[src/design/b64e_pkg.sv]
// Package for the base64 stream encoder: item types, queue entry type and
// the sextet-to-ASCII alphabet function. No dependencies.
`default_nettype none

package b64e_pkg;

  localparam int unsigned QueueDepthDefault = 2;
  localparam int unsigned MaxChars          = 4;
  localparam int unsigned CharW             = 7;

  localparam logic [CharW-1:0] PadChar = 7'h3d;

  typedef struct packed {
    logic [7:0] data_byte;
    logic       final_byte;
  } in_item_t;

  typedef struct packed {
    logic [CharW-1:0] text_char;
    logic             last_char;
  } out_item_t;

  typedef enum logic [1:0] {
    GRP_FIRST  = 2'd0,
    GRP_SECOND = 2'd1,
    GRP_THIRD  = 2'd2
  } grp_pos_e;

  // One accepted byte, fully classified: characters to send and how many
  typedef struct packed {
    logic [MaxChars-1:0][CharW-1:0] chars;
    logic [1:0]                     last_idx;
    logic                           fin;
  } entry_t;

  typedef struct packed {
    logic not_empty;
    logic full;
  } q_status_t;

  function automatic logic [CharW-1:0] sextet_char(input logic [5:0] v);
    logic [CharW-1:0] r;
    if (v < 6'd26) begin
      r = 7'd65 + {1'b0, v};
    end else if (v < 6'd52) begin
      r = 7'd71 + {1'b0, v};
    end else if (v < 6'd62) begin
      r = {1'b0, v} - 7'd4;
    end else if (v == 6'd62) begin
      r = 7'd43;
    end else begin
      r = 7'd47;
    end
    return r;
  endfunction

endpackage

`default_nettype wire

[src/design/b64e_front.sv]
// Front end: accepts bytes, tracks group position and carried bits, and
// builds one queue entry per byte. Depends on b64e_pkg.
`default_nettype none

module b64e_front (
  input  logic                clk_i,
  input  logic                rst_ni,
  input  logic                in_valid_i,
  output logic                in_stall_o,
  input  b64e_pkg::in_item_t  in_item_i,
  input  b64e_pkg::q_status_t qstat_i,
  output logic                push_o,
  output b64e_pkg::entry_t    entry_o,
  output b64e_pkg::grp_pos_e  pos_o
);
  import b64e_pkg::*;

  grp_pos_e   pos_q, pos_d;
  logic [3:0] carry_q, carry_d;
  logic [7:0] b;

  assign in_stall_o = qstat_i.full;
  assign push_o     = in_valid_i && !qstat_i.full;
  assign pos_o      = pos_q;
  assign b          = in_item_i.data_byte;

  always_comb begin
    entry_o.chars    = '0;
    entry_o.last_idx = 2'd0;
    entry_o.fin      = in_item_i.final_byte;
    pos_d            = GRP_FIRST;
    carry_d          = 4'd0;
    unique case (pos_q)
      GRP_SECOND: begin
        entry_o.chars[0] = sextet_char({carry_q[1:0], b[7:4]});
        if (in_item_i.final_byte) begin
          entry_o.chars[1] = sextet_char({b[3:0], 2'b00});
          entry_o.chars[2] = PadChar;
          entry_o.last_idx = 2'd2;
        end else begin
          pos_d   = GRP_THIRD;
          carry_d = b[3:0];
        end
      end
      GRP_THIRD: begin
        entry_o.chars[0] = sextet_char({carry_q, b[7:6]});
        entry_o.chars[1] = sextet_char(b[5:0]);
        entry_o.last_idx = 2'd1;
      end
      default: begin
        entry_o.chars[0] = sextet_char(b[7:2]);
        if (in_item_i.final_byte) begin
          entry_o.chars[1] = sextet_char({b[1:0], 4'b0000});
          entry_o.chars[2] = PadChar;
          entry_o.chars[3] = PadChar;
          entry_o.last_idx = 2'd3;
        end else begin
          pos_d   = GRP_SECOND;
          carry_d = {2'b00, b[1:0]};
        end
      end
    endcase
  end

  always_ff @(posedge clk_i or negedge rst_ni) begin
    if (!rst_ni) begin
      pos_q   <= GRP_FIRST;
      carry_q <= 4'd0;
    end else if (push_o) begin
      pos_q   <= pos_d;
      carry_q <= carry_d;
    end
  end

endmodule

`default_nettype wire

[src/design/b64e_queue.sv]
// Short entry queue between front and back ends.
// Depends on b64e_pkg.
`default_nettype none

module b64e_queue #(
  parameter int unsigned Depth = b64e_pkg::QueueDepthDefault
) (
  input  logic                clk_i,
  input  logic                rst_ni,
  input  logic                push_i,
  input  b64e_pkg::entry_t    entry_i,
  input  logic                pop_i,
  output b64e_pkg::entry_t    head_o,
  output b64e_pkg::q_status_t qstat_o
);
  import b64e_pkg::*;

  localparam int unsigned PtrW = (Depth > 1) ? $clog2(Depth) : 1;
  localparam int unsigned CntW = $clog2(Depth + 1);

  entry_t            mem_q [Depth];
  logic [PtrW-1:0]   wr_ptr_q, rd_ptr_q;
  logic [CntW-1:0]   cnt_q;

  assign head_o            = mem_q[rd_ptr_q];
  assign qstat_o.not_empty = (cnt_q != '0);
  assign qstat_o.full      = (cnt_q == CntW'(Depth));

  always_ff @(posedge clk_i) begin
    if (push_i) begin
      mem_q[wr_ptr_q] <= entry_i;
    end
  end

  always_ff @(posedge clk_i or negedge rst_ni) begin
    if (!rst_ni) begin
      wr_ptr_q <= '0;
      rd_ptr_q <= '0;
      cnt_q    <= '0;
    end else begin
      if (push_i) begin
        wr_ptr_q <= (wr_ptr_q == PtrW'(Depth - 1)) ? '0 : wr_ptr_q + PtrW'(1);
      end
      if (pop_i) begin
        rd_ptr_q <= (rd_ptr_q == PtrW'(Depth - 1)) ? '0 : rd_ptr_q + PtrW'(1);
      end
      if (push_i && !pop_i) begin
        cnt_q <= cnt_q + CntW'(1);
      end else if (pop_i && !push_i) begin
        cnt_q <= cnt_q - CntW'(1);
      end
    end
  end

endmodule

`default_nettype wire

[src/design/b64e_back.sv]
// Back end: walks the characters of the head entry, one per cycle while the output
// is not stalled, into the output register. Depends on b64e_pkg.
`default_nettype none

module b64e_back (
  input  logic                clk_i,
  input  logic                rst_ni,
  input  b64e_pkg::entry_t    head_i,
  input  b64e_pkg::q_status_t qstat_i,
  output logic                pop_o,
  output logic                out_valid_o,
  input  logic                out_stall_i,
  output b64e_pkg::out_item_t out_item_o
);
  import b64e_pkg::*;

  logic [1:0] idx_q;
  logic       out_valid_q;
  out_item_t  out_q;
  logic       load;
  logic       at_end;

  assign load        = !out_valid_q || !out_stall_i;
  assign at_end      = (idx_q == head_i.last_idx);
  assign pop_o       = load && qstat_i.not_empty && at_end;
  assign out_valid_o = out_valid_q;
  assign out_item_o  = out_q;

  always_ff @(posedge clk_i or negedge rst_ni) begin
    if (!rst_ni) begin
      idx_q       <= 2'd0;
      out_valid_q <= 1'b0;
    end else if (load) begin
      out_valid_q <= qstat_i.not_empty;
      if (qstat_i.not_empty) begin
        idx_q <= at_end ? 2'd0 : idx_q + 2'd1;
      end
    end
  end

  always_ff @(posedge clk_i) begin
    if (load && qstat_i.not_empty) begin
      out_q.text_char <= head_i.chars[idx_q];
      out_q.last_char <= head_i.fin && at_end;
    end
  end

endmodule

`default_nettype wire

[src/design/base64_stream_encoder_core.sv]
// Base64 stream encoder top level: front end, entry queue, back end.
// On acceptance a byte's entry is written into the queue; its first character then moves into
// the back end's output register. Throughput: one character per cycle unless the output stalls,
// set by that register; 1, 1 and 2 characters per byte of a group, up to 4 on a final byte.
// Reset clears group position, queue and output valid; no clearing pass.
// Depends on b64e_pkg, b64e_front, b64e_queue, b64e_back.
`default_nettype none

module base64_stream_encoder_core #(
  parameter int unsigned QueueDepth = b64e_pkg::QueueDepthDefault
) (
  input  logic                clk_i,
  input  logic                rst_ni,
  input  logic                in_valid_i,
  output logic                in_stall_o,
  input  b64e_pkg::in_item_t  in_item_i,
  output logic                out_valid_o,
  input  logic                out_stall_i,
  output b64e_pkg::out_item_t out_item_o
);
  import b64e_pkg::*;

  q_status_t qstat;
  entry_t    entry, head;
  logic      push, pop;
  grp_pos_e  front_pos;

  b64e_front u_front (
    .clk_i,
    .rst_ni,
    .in_valid_i,
    .in_stall_o,
    .in_item_i,
    .qstat_i (qstat),
    .push_o  (push),
    .entry_o (entry),
    .pos_o   (front_pos)
  );

  b64e_queue #(
    .Depth (QueueDepth)
  ) u_queue (
    .clk_i,
    .rst_ni,
    .push_i  (push),
    .entry_i (entry),
    .pop_i   (pop),
    .head_o  (head),
    .qstat_o (qstat)
  );

  b64e_back u_back (
    .clk_i,
    .rst_ni,
    .head_i  (head),
    .qstat_i (qstat),
    .pop_o   (pop),
    .out_valid_o,
    .out_stall_i,
    .out_item_o
  );

  a_no_push_full: assert property (@(posedge clk_i) disable iff (!rst_ni)
    push |-> !qstat.full)
    else $error("queue pushed while full");

  a_no_pop_empty: assert property (@(posedge clk_i) disable iff (!rst_ni)
    pop |-> qstat.not_empty)
    else $error("queue popped while empty");

  a_final_restarts: assert property (@(posedge clk_i) disable iff (!rst_ni)
    (push && in_item_i.final_byte) |=> (front_pos == GRP_FIRST))
    else $error("group position not cleared after final byte");

  a_third_completes: assert property (@(posedge clk_i) disable iff (!rst_ni)
    (push && front_pos == GRP_THIRD) |=> (front_pos == GRP_FIRST))
    else $error("group position not cleared after third byte");

endmodule

`default_nettype wire

[config.mk]
export PLATFORM = sky130hd
export DESIGN_NAME = base64_stream_encoder_core
export DESIGN_NICKNAME = d
export VERILOG_FILES = /design/src/design/b64e_pkg.sv /design/src/design/b64e_front.sv /design/src/design/b64e_queue.sv /design/src/design/b64e_back.sv /design/src/design/base64_stream_encoder_core.sv
export SDC_FILE = /design/constraint.sdc
export NUM_CORES = 1
export LEC_CHECK = 0
export BUFFER_PORTS_ARGS = -buffer_cell sky130_fd_sc_hd__buf_2
export CORE_MARGIN = 5
export CORE_UTILIZATION = 56
export CTS_BUF_LIST = sky130_fd_sc_hd__clkbuf_16
export CTS_CLUSTER_DIAMETER = 30
export DETAILED_ROUTE_END_ITERATION = 16
export PLACE_DENSITY = 0.75
export SLEW_MARGIN = 10
export SYNTH_ARGS = -nofsm -noshare
export SYNTH_HDL_FRONTEND = slang
export SYNTH_SLANG_ARGS = --single-unit
[constraint.sdc]
create_clock -name clk_i -period 1.8 [get_ports clk_i]
set_input_delay 0.18 -clock clk_i [delete_from_list [all_inputs] [get_ports clk_i]]
set_output_delay 0.18 -clock clk_i [all_outputs]
set_load 0.01 [all_outputs]
# Yosys cells after proc, flatten, opt, wreduce, memory -nomap -nowiden

Memories as Yosys holds them, arrays and structs flattened.
Index checks and enable logic that the tools add are counted.

$add $sub $neg: 23
Magnitude comparators: 19
Eq/ne operators: 8
Mux-type cells: 44
Reduce and logical (&&, ||, !) cells: 16

Operator list:

| cell                                                | count |
|---|---|
| 2-to-1 mux 7 bit                                    | 19 |
| adder 7 x 6 -> 7 bit (first input constant)         | 12 |
| < comparator 6 bit (second input constant)          | 12 |
| subtractor 6 x 3 -> 7 bit (second input constant)   | 6 |
| < comparator 6 x 5 -> 1 bit (second input constant) | 6 |
| one-hot mux 16 bit (2 select lines)                 | 1 |
| equality test 6 bit (second input constant)         | 4 |
| 2-to-1 mux 20 bit                                   | 1 |
| binary-select mux 7 bit (select 2 bit)              | 1 |
| 2-to-1 mux 2 bit                                    | 7 |
| one-hot mux 7 bit (2 select lines)                  | 1 |
| 2-to-1 mux 13 bit                                   | 1 |
| 2-to-1 mux 3 bit                                    | 4 |
| one-hot mux 4 bit (2 select lines)                  | 1 |
| logical AND 1 bit                                   | 6 |
| 2-to-1 mux 6 bit                                    | 1 |
| zero test 1 bit                                     | 5 |
| 2-to-1 mux 1 bit                                    | 5 |
| adder 2 x 1 -> 2 bit (second input constant)        | 2 |
| equality test 2 bit (second input constant)         | 2 |
| 2-to-1 mux 4 bit                                    | 1 |
| one-hot mux 2 bit (2 select lines)                  | 1 |
| nonzero test 2 bit                                  | 2 |
| < comparator 2 x 3 -> 1 bit (second input constant) | 1 |
| other kinds (7)                                     | 8 |

Flip-flop bits (word level): 21
Bits in writable memories: 60
Input bits: 13
Output and inout bits: 10
Word-level logic and storage cells: 120
Memories: 1

Memories:

| memory        | depth | bits a word | read ports | clocked after Yosys merged registers in | wr ports | RTL line         | text |
|---|---|---|---|---|---|---|---|
| u_queue.mem_q | 2     | 30          | 1          | 0                                       | 1        | b64e_queue.sv:21 | `entry_t mem_q [Depth];` |

# Depth between registers and ports, before layout

Gate-level depths: netlist of run 1.

Depth in word-level cells: 7
Depth in mapped cells: 12
Depth with buffers taken out: 10

# Hierarchy

A second synthesis of run 1 with hierarchy kept.

Cell total of the unflattened synthesis: 506
Area, all modules: 5615.4 µm²

Modules (own cells, without submodules):

| module     | times used | cells each | area each (µm²) | seq. area each (µm²) |
|---|---|---|---|---|
| b64e_queue | 1          | 113        | 2580.0          | 1961.9 |
| b64e_front | 1          | 360        | 2442.3          | 150.1 |
| b64e_back  | 1          | 33         | 593.1           | 315.3 |

# Worst setup path before layout of run 1

Ideal clock, no wire load.

Kind: in2reg
Start point: in in_item_i[1] (netlist bit)
End point: mem u_queue.mem_q[0][14] (netlist bit), data pin
Setup time: 0.273 ns
Arrival time: 1.927 ns
Data required time: 1.527 ns
Path slack: -0.399 ns
Cell stages on the path: 11
Cells stage by stage: clkbuf_1 > inv_1 > ha_1 > and2b_1 > buf_6 > xnor2_1 > ha_1 > o21bai_1 > a31oi_1 > xnor2_1 > o211ai_1

RTL lines:

| what            | RTL line                         | text |
|---|---|---|
| start, declared | base64_stream_encoder_core.sv:16 | `input b64e_pkg::in_item_t in_item_i,` |
| end, declared   | b64e_queue.sv:21                 |  |

# Final worst setup path of run 1

Start point: reg u_queue.rd_ptr_q
End point: reg u_queue.cnt_q[1]

Word-level cells in the longest chain between the ends: 6
Elaborated cells between the ends (all ways): 8
Classes of those cells: eq/ne (1); mux (1); reduce/logical (5); memory (1)

Ends and longest elaborated chain:

| what                                                   | RTL line         | text |
|---|---|---|
| start, declared                                        | b64e_queue.sv:22 | `logic [PtrW-1:0] wr_ptr_q, rd_ptr_q;` |
| start signal, assigned                                 | b64e_queue.sv:45 | `rd_ptr_q <= (rd_ptr_q == PtrW'(Depth - 1)) ? '0 : rd_ptr_q + PtrW'(1);` |
| memory (2 x 30 bit) *                                  | --               |  |
| equality test 2 bit *                                  | b64e_back.sv:24  | `assign at_end = (idx_q == head_i.last_idx);` |
| logical AND 1 bit *                                    | b64e_back.sv:25  | `assign pop_o = load && qstat_i.not_empty && at_end;` |
| zero test 1 bit                                        | b64e_queue.sv:47 | `if (push_i && !pop_i) begin` |
| logical AND 1 bit                                      | b64e_queue.sv:47 |  |
| 2-to-1 mux 2 bit or nonzero test 2 bit (tied branches) | --               |  |
| end signal, assigned                                   | b64e_queue.sv:48 | `cnt_q <= cnt_q + CntW'(1);` |
| end signal, assigned                                   | b64e_queue.sv:50 | `cnt_q <= cnt_q - CntW'(1);` |
| end, declared                                          | b64e_queue.sv:23 | `logic [CntW-1:0] cnt_q;` |

Every way passes the cells marked *; elsewhere a longest branch is shown, timed or not.
A chain may end at the register's enable or synchronous reset.

==> results of run 1 <==
[synth_stat cells, types with 3 or more instances]
master,number
nor2b_1,6
a31oi_1,7
nand3_1,19
o21ai_0,28
nand2b_1,11
edfxtp_1,44
buf_6,7
o2111ai_1,3
nor2_1,22
a21o_1,5
mux2i_1,11
a21oi_1,19
buf_4,7
xor2_1,6
mux4_2,7
nand4_1,4
o311ai_1,4
a211oi_1,6
buf_2,10
o2bb2ai_1,3
inv_1,25
clkbuf_1,4
a32oi_1,3
ha_1,25
nor3_1,7
dfrtp_1,13
inv_2,4
o31ai_1,3
a22oi_1,3
o211ai_1,7
xnor2_1,18
o21ai_1,5
nand2_1,37
a21oi_2,3
nor3_2,3
o221ai_1,3
[layout make-up]
type,count,area (um^2)
multi-input combinational,323,2683
timing repair buffer,151,1159
fill,473,1637
tap,102,127.6
clock inverter,7,37.54
inverter,29,128.9
sequential,57,1650
clock buffer,9,225.2
[per-layer routing]
metal | track usage, % | vias up
met5 | 0 | -
met4 | 11.18 | 0
met3 | 3.643 | 46
met2 | 48.06 | 223
met1 | 36.41 | 2030
li1 | - | 1897
[power by group through the flow]
stage / combinational [mW] / sequential (mW) / clock, mW
2_1_floorplan: 2.13 / 2.34 / 0
3_3_place_gp: 3.33 / 2.32 / 0
3_5_place_dp: 3.44 / 2.35 / 0
4_1_cts: 3.78 / 2.38 / 1.52
5_1_grt: 4.43 / 2.43 / 1.60
6_report: 4.16 / 2.39 / 1.52
[cell families (layout without fill, tap and decap cells)]
family / count (synthesis) / count (layout)
simple gates: 128 / 128
buf+inv: 59 / 196
fa+ha+maj: 25 / 25
mux: 21 / 21
flops: 57 / 57
xor+xnor: 24 / 24
compound gates: 125 / 125
[sequential cells by signal, summed over array words and instances (netlist names)]
signal,cells
u_queue.mem_q,36
u_back.out_item_o,8
u_front.carry_q,4
u_queue.cnt_q,2
u_queue.wr_ptr_q,1
u_queue.rd_ptr_q,1
u_back.out_valid_o,1
u_front.pos_o,2
u_back.idx_q,2
[placed cells by master (no fill, tap or decap), drive strengths merged, types with 6 or more instances in the layout]
cell,n
a211oi,7
a21oi,22
a31oi,7
buf,150
clkbuf,9
dfrtp,13
edfxtp,44
ha,25
inv,29
mux2i,11
mux4,7
nand2,37
nand2b,11
nand3,20
nor2,23
nor2b,7
nor3,10
o211ai,7
o21ai,33
o311ai,6
xnor2,18
xor2,6
[path summary, 6_finish.rpt]
check	from	end	slack (ns)	cells after the start
worst max-delay path	u_queue.rd_ptr_q	u_queue.cnt_q[1]	-0.21	8
worst min-delay path	out_stall_i	u_back.out_valid_o	0.08	3
worst max register to register	u_queue.rd_ptr_q	u_queue.cnt_q[1]	-0.21	8
worst min register to register	u_back.out_valid_o	u_back.out_valid_o	0.52	2
max in group asynchronous	rst_ni	u_queue.rd_ptr_q	1.24	2
min in group asynchronous	rst_ni	u_front.pos_o[1]	0.28	2
[critical path, stage by stage, from the launching register on]
cell	delay (ns)
dfrtp_2	0.40
mux2i_2	0.24
xor2_1	0.26
nor2b_4	0.21
nand2_2	0.07
ha_2	0.17
xor2_1	0.15
nor2_2	0.15
xor2_1	0.25
[per-stage QoR]
step           cell area (um^2)  total power, mW
6_report                   6011            8.080
5_1_grt                    6011            8.468
3_3_place_gp               5336            5.650
3_5_place_dp               5336            5.794
4_1_cts                    5826            7.676
2_1_floorplan              4484            4.474
[timing repair]
action                                 in CTS  in global routing
hold buffers                                1                  0
pin swaps                                  22                 14
setup buffers                               8                  9
endpoints found under the hold margin      13                  0
gates resized for setup                    38                 27
setup endpoints to repair                  14                 21
==> flow_summary.yaml, run 1 <==
route:
  wl_per_cell_um: 20.13
  route.detailed.drc: 0
  first_pass_iters: 5
  routed.top_layer: "met4"
  wl_met2_um: 6879
  routed_wl_um: 13650
  vias_per_cell: 6.189
  drt_first_iter_violations: 445
  wl_met3_um: 844
  route.vias.total: 4196
  wl_met1_um: 5440
  drtAntennaViolNets: 0
synth:
  synth_top_cell_by_area: "edfxtp_1"
  ys_warn_count: 0
  synth.area.top_cells: "edfxtp_1 30%, dfrtp_1 7.5%, ha_1 7.2%"
  synth-xor-area-share_pct: 4.836
  synth_ff_type: "edfxtp_1"
  synth_edf_count: 44
  synth-compound-area-share_pct: 20.47
  ys_ff_latch: 57
  syn_inst: 439
  seq_area_frac_synth_pct: 37.88
  synthArstFlopShare_pct: 22.81
  synth_area_mm2: 0.004347
  avgSynthCellArea_um2: 9.901
  synthAdderAreaFrac_pct: 7.196
  synth_top_area_share_pct: 30.40
  synthSimpleGateAreaFrac_pct: 15.37
  synth_top_family_by_area: "compound AO/OA/AOI/OAI gates"
  ys_types: 73
  synth_mux_area_share_pct: 7.024
  syn_nets: 477
power:
  power_density_mw_per_mm2: 1344
  pwr-share-seq_pct: 29.6
  clkPwrFrac_pct: 18.9
  swShare_pct: 37.99
  p_int_mw: 5.010
  p_comb_share_pct: 51.5
  switchingPower_mw: 3.069
  power_leakage_nw: 2.441
  peakVddDrop_v: 0.0007261
floorplanning:
  core.rowCount: 32
  fp.dieW_um: 98.10
  dieHeight_um: 98.10
  core-area_mm2: 0.007647
  dieArea_mm2: 0.009624
  start_util_pct: 56.84
  ios: 23
clock_network:
  clockBufferDepth: 2
  cts_tree: "built"
  cts_inserted_buffers: 9
  clkTransAtPathRegs_ns: 0.05
  clockRootBuffer: "clkbuf_16"
  cts_htree_levels: 3
  clk_latency_ns: 0.33
  cts_num_sinks: 57
run_status:
  violations: "negative setup slack"
  outcome: "finished, violations left"
finish:
  post-route-util_pct: 78.60
  antennaDiodeCount: 0
  areaGrowthSynthToFinish_pct: 38.28
  final_nets: 609
  final_cells: 678
  drive_gt1_share_pct: 42.71
place:
  hpwl_um: 9375
  gp_congestion: 0.9613
  io_buffers: 22
  post-place-ws_ns: -0.2176
  place_inst: 645
sta:
  drv_slew: 0
  finClkSkew_ns: 0.008080
  setup_violations: 13
  rsz0062_at_grt: "yes"
  worstMarginPinSlew_ns: 0.4146
  slew_headroom_pct: 72.15
  hold_viol: 0
  hold_slack_ns: 0.08074
  period_share_pct: 111.4
  fmax_mhz: 498.7
  post-route-min-period_ns: 2.005
  fin_ws_ns: -0.2052
  setup_tns_ns: -1.634
global_routing:
  grt_antenna_before_repair: 0
  grt_max_degree: 19
  grt_remaining_overflow: 0
  grt_pass1_vias: 4128
  grtUsageTotal_pct: 28.20
  grt_pass1_wl_um: 21620
worst_hold_path:
  hold_path.class: "primary input to flop"
critical_path:
  cp_max_fo: 3
  crit_type: "flop to flop"
  arrival_ns: 2.22
  cp_data_required_time_ns: 2.02
  endpoint_kind: "flop"
  cp-start-kind: "flop"
job:
  max_cap_violations: 0
Power figures use the tool's default switching activity.
==> inputs of run 2 (changes only) <==
--- a/config.mk
+++ b/config.mk
@@ -5,13 +5,13 @@
 export SDC_FILE = /design/constraint.sdc
 export NUM_CORES = 1
 export LEC_CHECK = 0
-export BUFFER_PORTS_ARGS = -buffer_cell sky130_fd_sc_hd__buf_2
 export CORE_MARGIN = 5
-export CORE_UTILIZATION = 56
+export CORE_UTILIZATION = 58
 export CTS_BUF_LIST = sky130_fd_sc_hd__clkbuf_16
 export CTS_CLUSTER_DIAMETER = 30
 export DETAILED_ROUTE_END_ITERATION = 16
-export PLACE_DENSITY = 0.75
+export DONT_BUFFER_PORTS = 1
+export PLACE_DENSITY = 0.74
 export SLEW_MARGIN = 10
 export SYNTH_ARGS = -nofsm -noshare
 export SYNTH_HDL_FRONTEND = slang
==> run 2 against run 1 <==
Flip-flop and latch count did not move. Wire length decreased by 8.6%. Final cell count shrank 11%. Utilization shrank 2.7 points. The run still ends with negative setup slack left.
==> flow_summary.yaml, run 2 (synthesis results as in run 1) <==
run_status:
  outcome: "finished, violations left"
  violations: "negative setup slack"
floorplanning:
  fp.dieW_um: 96.57
  ios: 23
  dieArea_mm2: 0.009326
  start_util_pct: 59.61
  core.rowCount: 31
  dieHeight_um: 96.57
  core-area_mm2: 0.007292
power:
  p_total_mw: 7.918
  power_leakage_nw: 2.140
  peakVddDrop_v: 0.0006873
  power_density_mw_per_mm2: 1431
sta:
  hold_viol: 0
  finClkSkew_ns: 0.009424
  period_share_pct: 106.9
  slew_headroom_pct: 55.24
  drv_slew: 0
  rsz0062_at_grt: "yes"
  fin_ws_ns: -0.1242
  hold_slack_ns: 0.02241
  worstMarginPinSlew_ns: 0.6693
  setup_violations: 10
  fmax_mhz: 519.7
  post-route-min-period_ns: 1.924
  setup_tns_ns: -0.8853
worst_hold_path:
  hold_depth: 2
  hold_path_end: "u_front.carry_q[0]"
  hold_start: "in_item_i[1]"
  hold_path.class: "primary input to flop"
global_routing:
  grt_remaining_overflow: 0
  grt_pass1_wl_um: 19700
  grt_antenna_before_repair: 0
  grt_max_degree: 21
  use_met1_pct: 36.54
  grt_most_used_layer: "met2"
  use_met2_pct: 48.33
  grtUsageTotal_pct: 28.51
  use_met3_pct: 4.725
  grt_pass1_vias: 3764
finish:
  regArea_mm2: 0.001650
  layout_commonest_cell: "buf_4"
  final_nets: 540
  top_register: "u_queue.mem_q"
  drive_gt1_share_pct: 32.94
  final.fill_count: 504
  largest_reg_flops: 36
  final_cell_mix: "70 x buf_4, 44 x edfxtp_1, 33 x nand2_1"
  antennaDiodeCount: 0
  final_cells: 606
  multi_input_area_mm2: 0.002639
  fin_area_mm2: 0.005533
  areaGrowthSynthToFinish_pct: 27.29
  post-route-util_pct: 75.88
clock_network:
  cts_inserted_buffers: 9
  clkTransAtPathRegs_ns: 0.06
  cts_num_sinks: 57
  clockBufferDepth: 2
  clk_latency_ns: 0.32
  cts_tree: "built"
  clockRootBuffer: "clkbuf_16"
  cts_htree_levels: 3
route:
  route.detailed.drc: 0
  drt_first_iter_violations: 383
  wl_per_cell_um: 20.58
  first_pass_iters: 5
  vias_per_cell: 6.342
  routed_wl_um: 12470
  route.vias.total: 3843
  drtAntennaViolNets: 0
critical_path:
  cp_data_required_time_ns: 1.84
  timing.rr.end: "u_queue.mem_q[0][5]"
  cp_max_fo: 5
  slowest_stage: "dfrtp_2"
  crit_type: "flop to flop"
  regToRegSetupSlack_ns: -0.12
  reg2reg_depth: 8
  endpoint_kind: "flop"
  cp_cell_sequence: "buf_12, inv_8, ha_4, nand3b_1, nand3_1, o311ai_2, o221ai_2, o221ai_2"
  arrival_ns: 1.97
  r2r_start: "u_front.carry_q[0]"
  worst_path_largest_cell_delay_ns: 0.45
  crit_top_cell: "o221ai_2"
  cp-start-kind: "flop"
place:
  dpl_cell_area_mm2: 0.004862
  place_inst: 572
  hpwl_um: 8653
  gp_congestion: 1.017
  io_buffers: 0
  post-place-ws_ns: -0.1956
job:
  max_cap_violations: 0
==> run 2: power breakdown <==
group	leakage [nW]	switching [mW]	internal [mW]
sequential	0.575	0.354	2.13
clock	0.159	0.573	1.17
combinational	1.41	1.90	1.80
==> run 2: cell type report <==
| cell class | instances | share of cell area (%) |
|---|---|---|
| Multi-Input combinational cell | 323 | 47.69 |
| Sequential cell | 57 | 29.83 |
| Timing Repair Buffer | 82 | 12.12 |
| Clock buffer | 12 | 5.427 |
| Inverter | 29 | 2.329 |
| Tap cell | 99 | 2.239 |
| Clock inverter | 4 | 0.3618 |
==> run 2: repair_timing <==
action	4_1_cts	5_1_grt
resized for setup	28	17
hold endpoints to repair	19	0
hold buffers	6	0
endpoints found under the setup margin	15	21
pin swaps	20	11
setup buffers	7	5
==> run 2: worst max-delay path by stage <==
stage / startpoint / to / slack (ns) / cells past startpoint
5_1_grt: u_front.carry_q[0] / u_queue.mem_q[0][5] / -0.19 / 8
6_report: u_front.carry_q[0] / u_queue.mem_q[0][5] / -0.12 / 8
3_5_place_dp: u_front.carry_q[0] / u_queue.mem_q[0][5] / -0.20 / 8
2_1_floorplan: in_item_i[1] / u_queue.mem_q[0][14] / -0.18 / 11
4_1_cts: u_front.carry_q[0] / u_queue.mem_q[0][5] / -0.12 / 8
3_3_place_gp: u_front.carry_q[1] / u_queue.mem_q[0][4] / -0.14 / 7
==> run 2: per-layer routing <==
layer,routed length (um),vias to the layer above,share of wire [%]
met3,950,34,7.6
met1,4999,1855,40
met5,0,-,0
li1,-,1753,-
met4,348,0,2.8
met2,6173,201,49
==> run 2: critical path, delay by kind of cell (launching register included) <==
kind | cells | cell delay, ns
and+or+nand+nor | 2 | 0.43
AOI/OAI and AO/OA | 3 | 0.45
adders and majority gates | 1 | 0.15
buffers and inverters | 2 | 0.16
DFF | 1 | 0.45
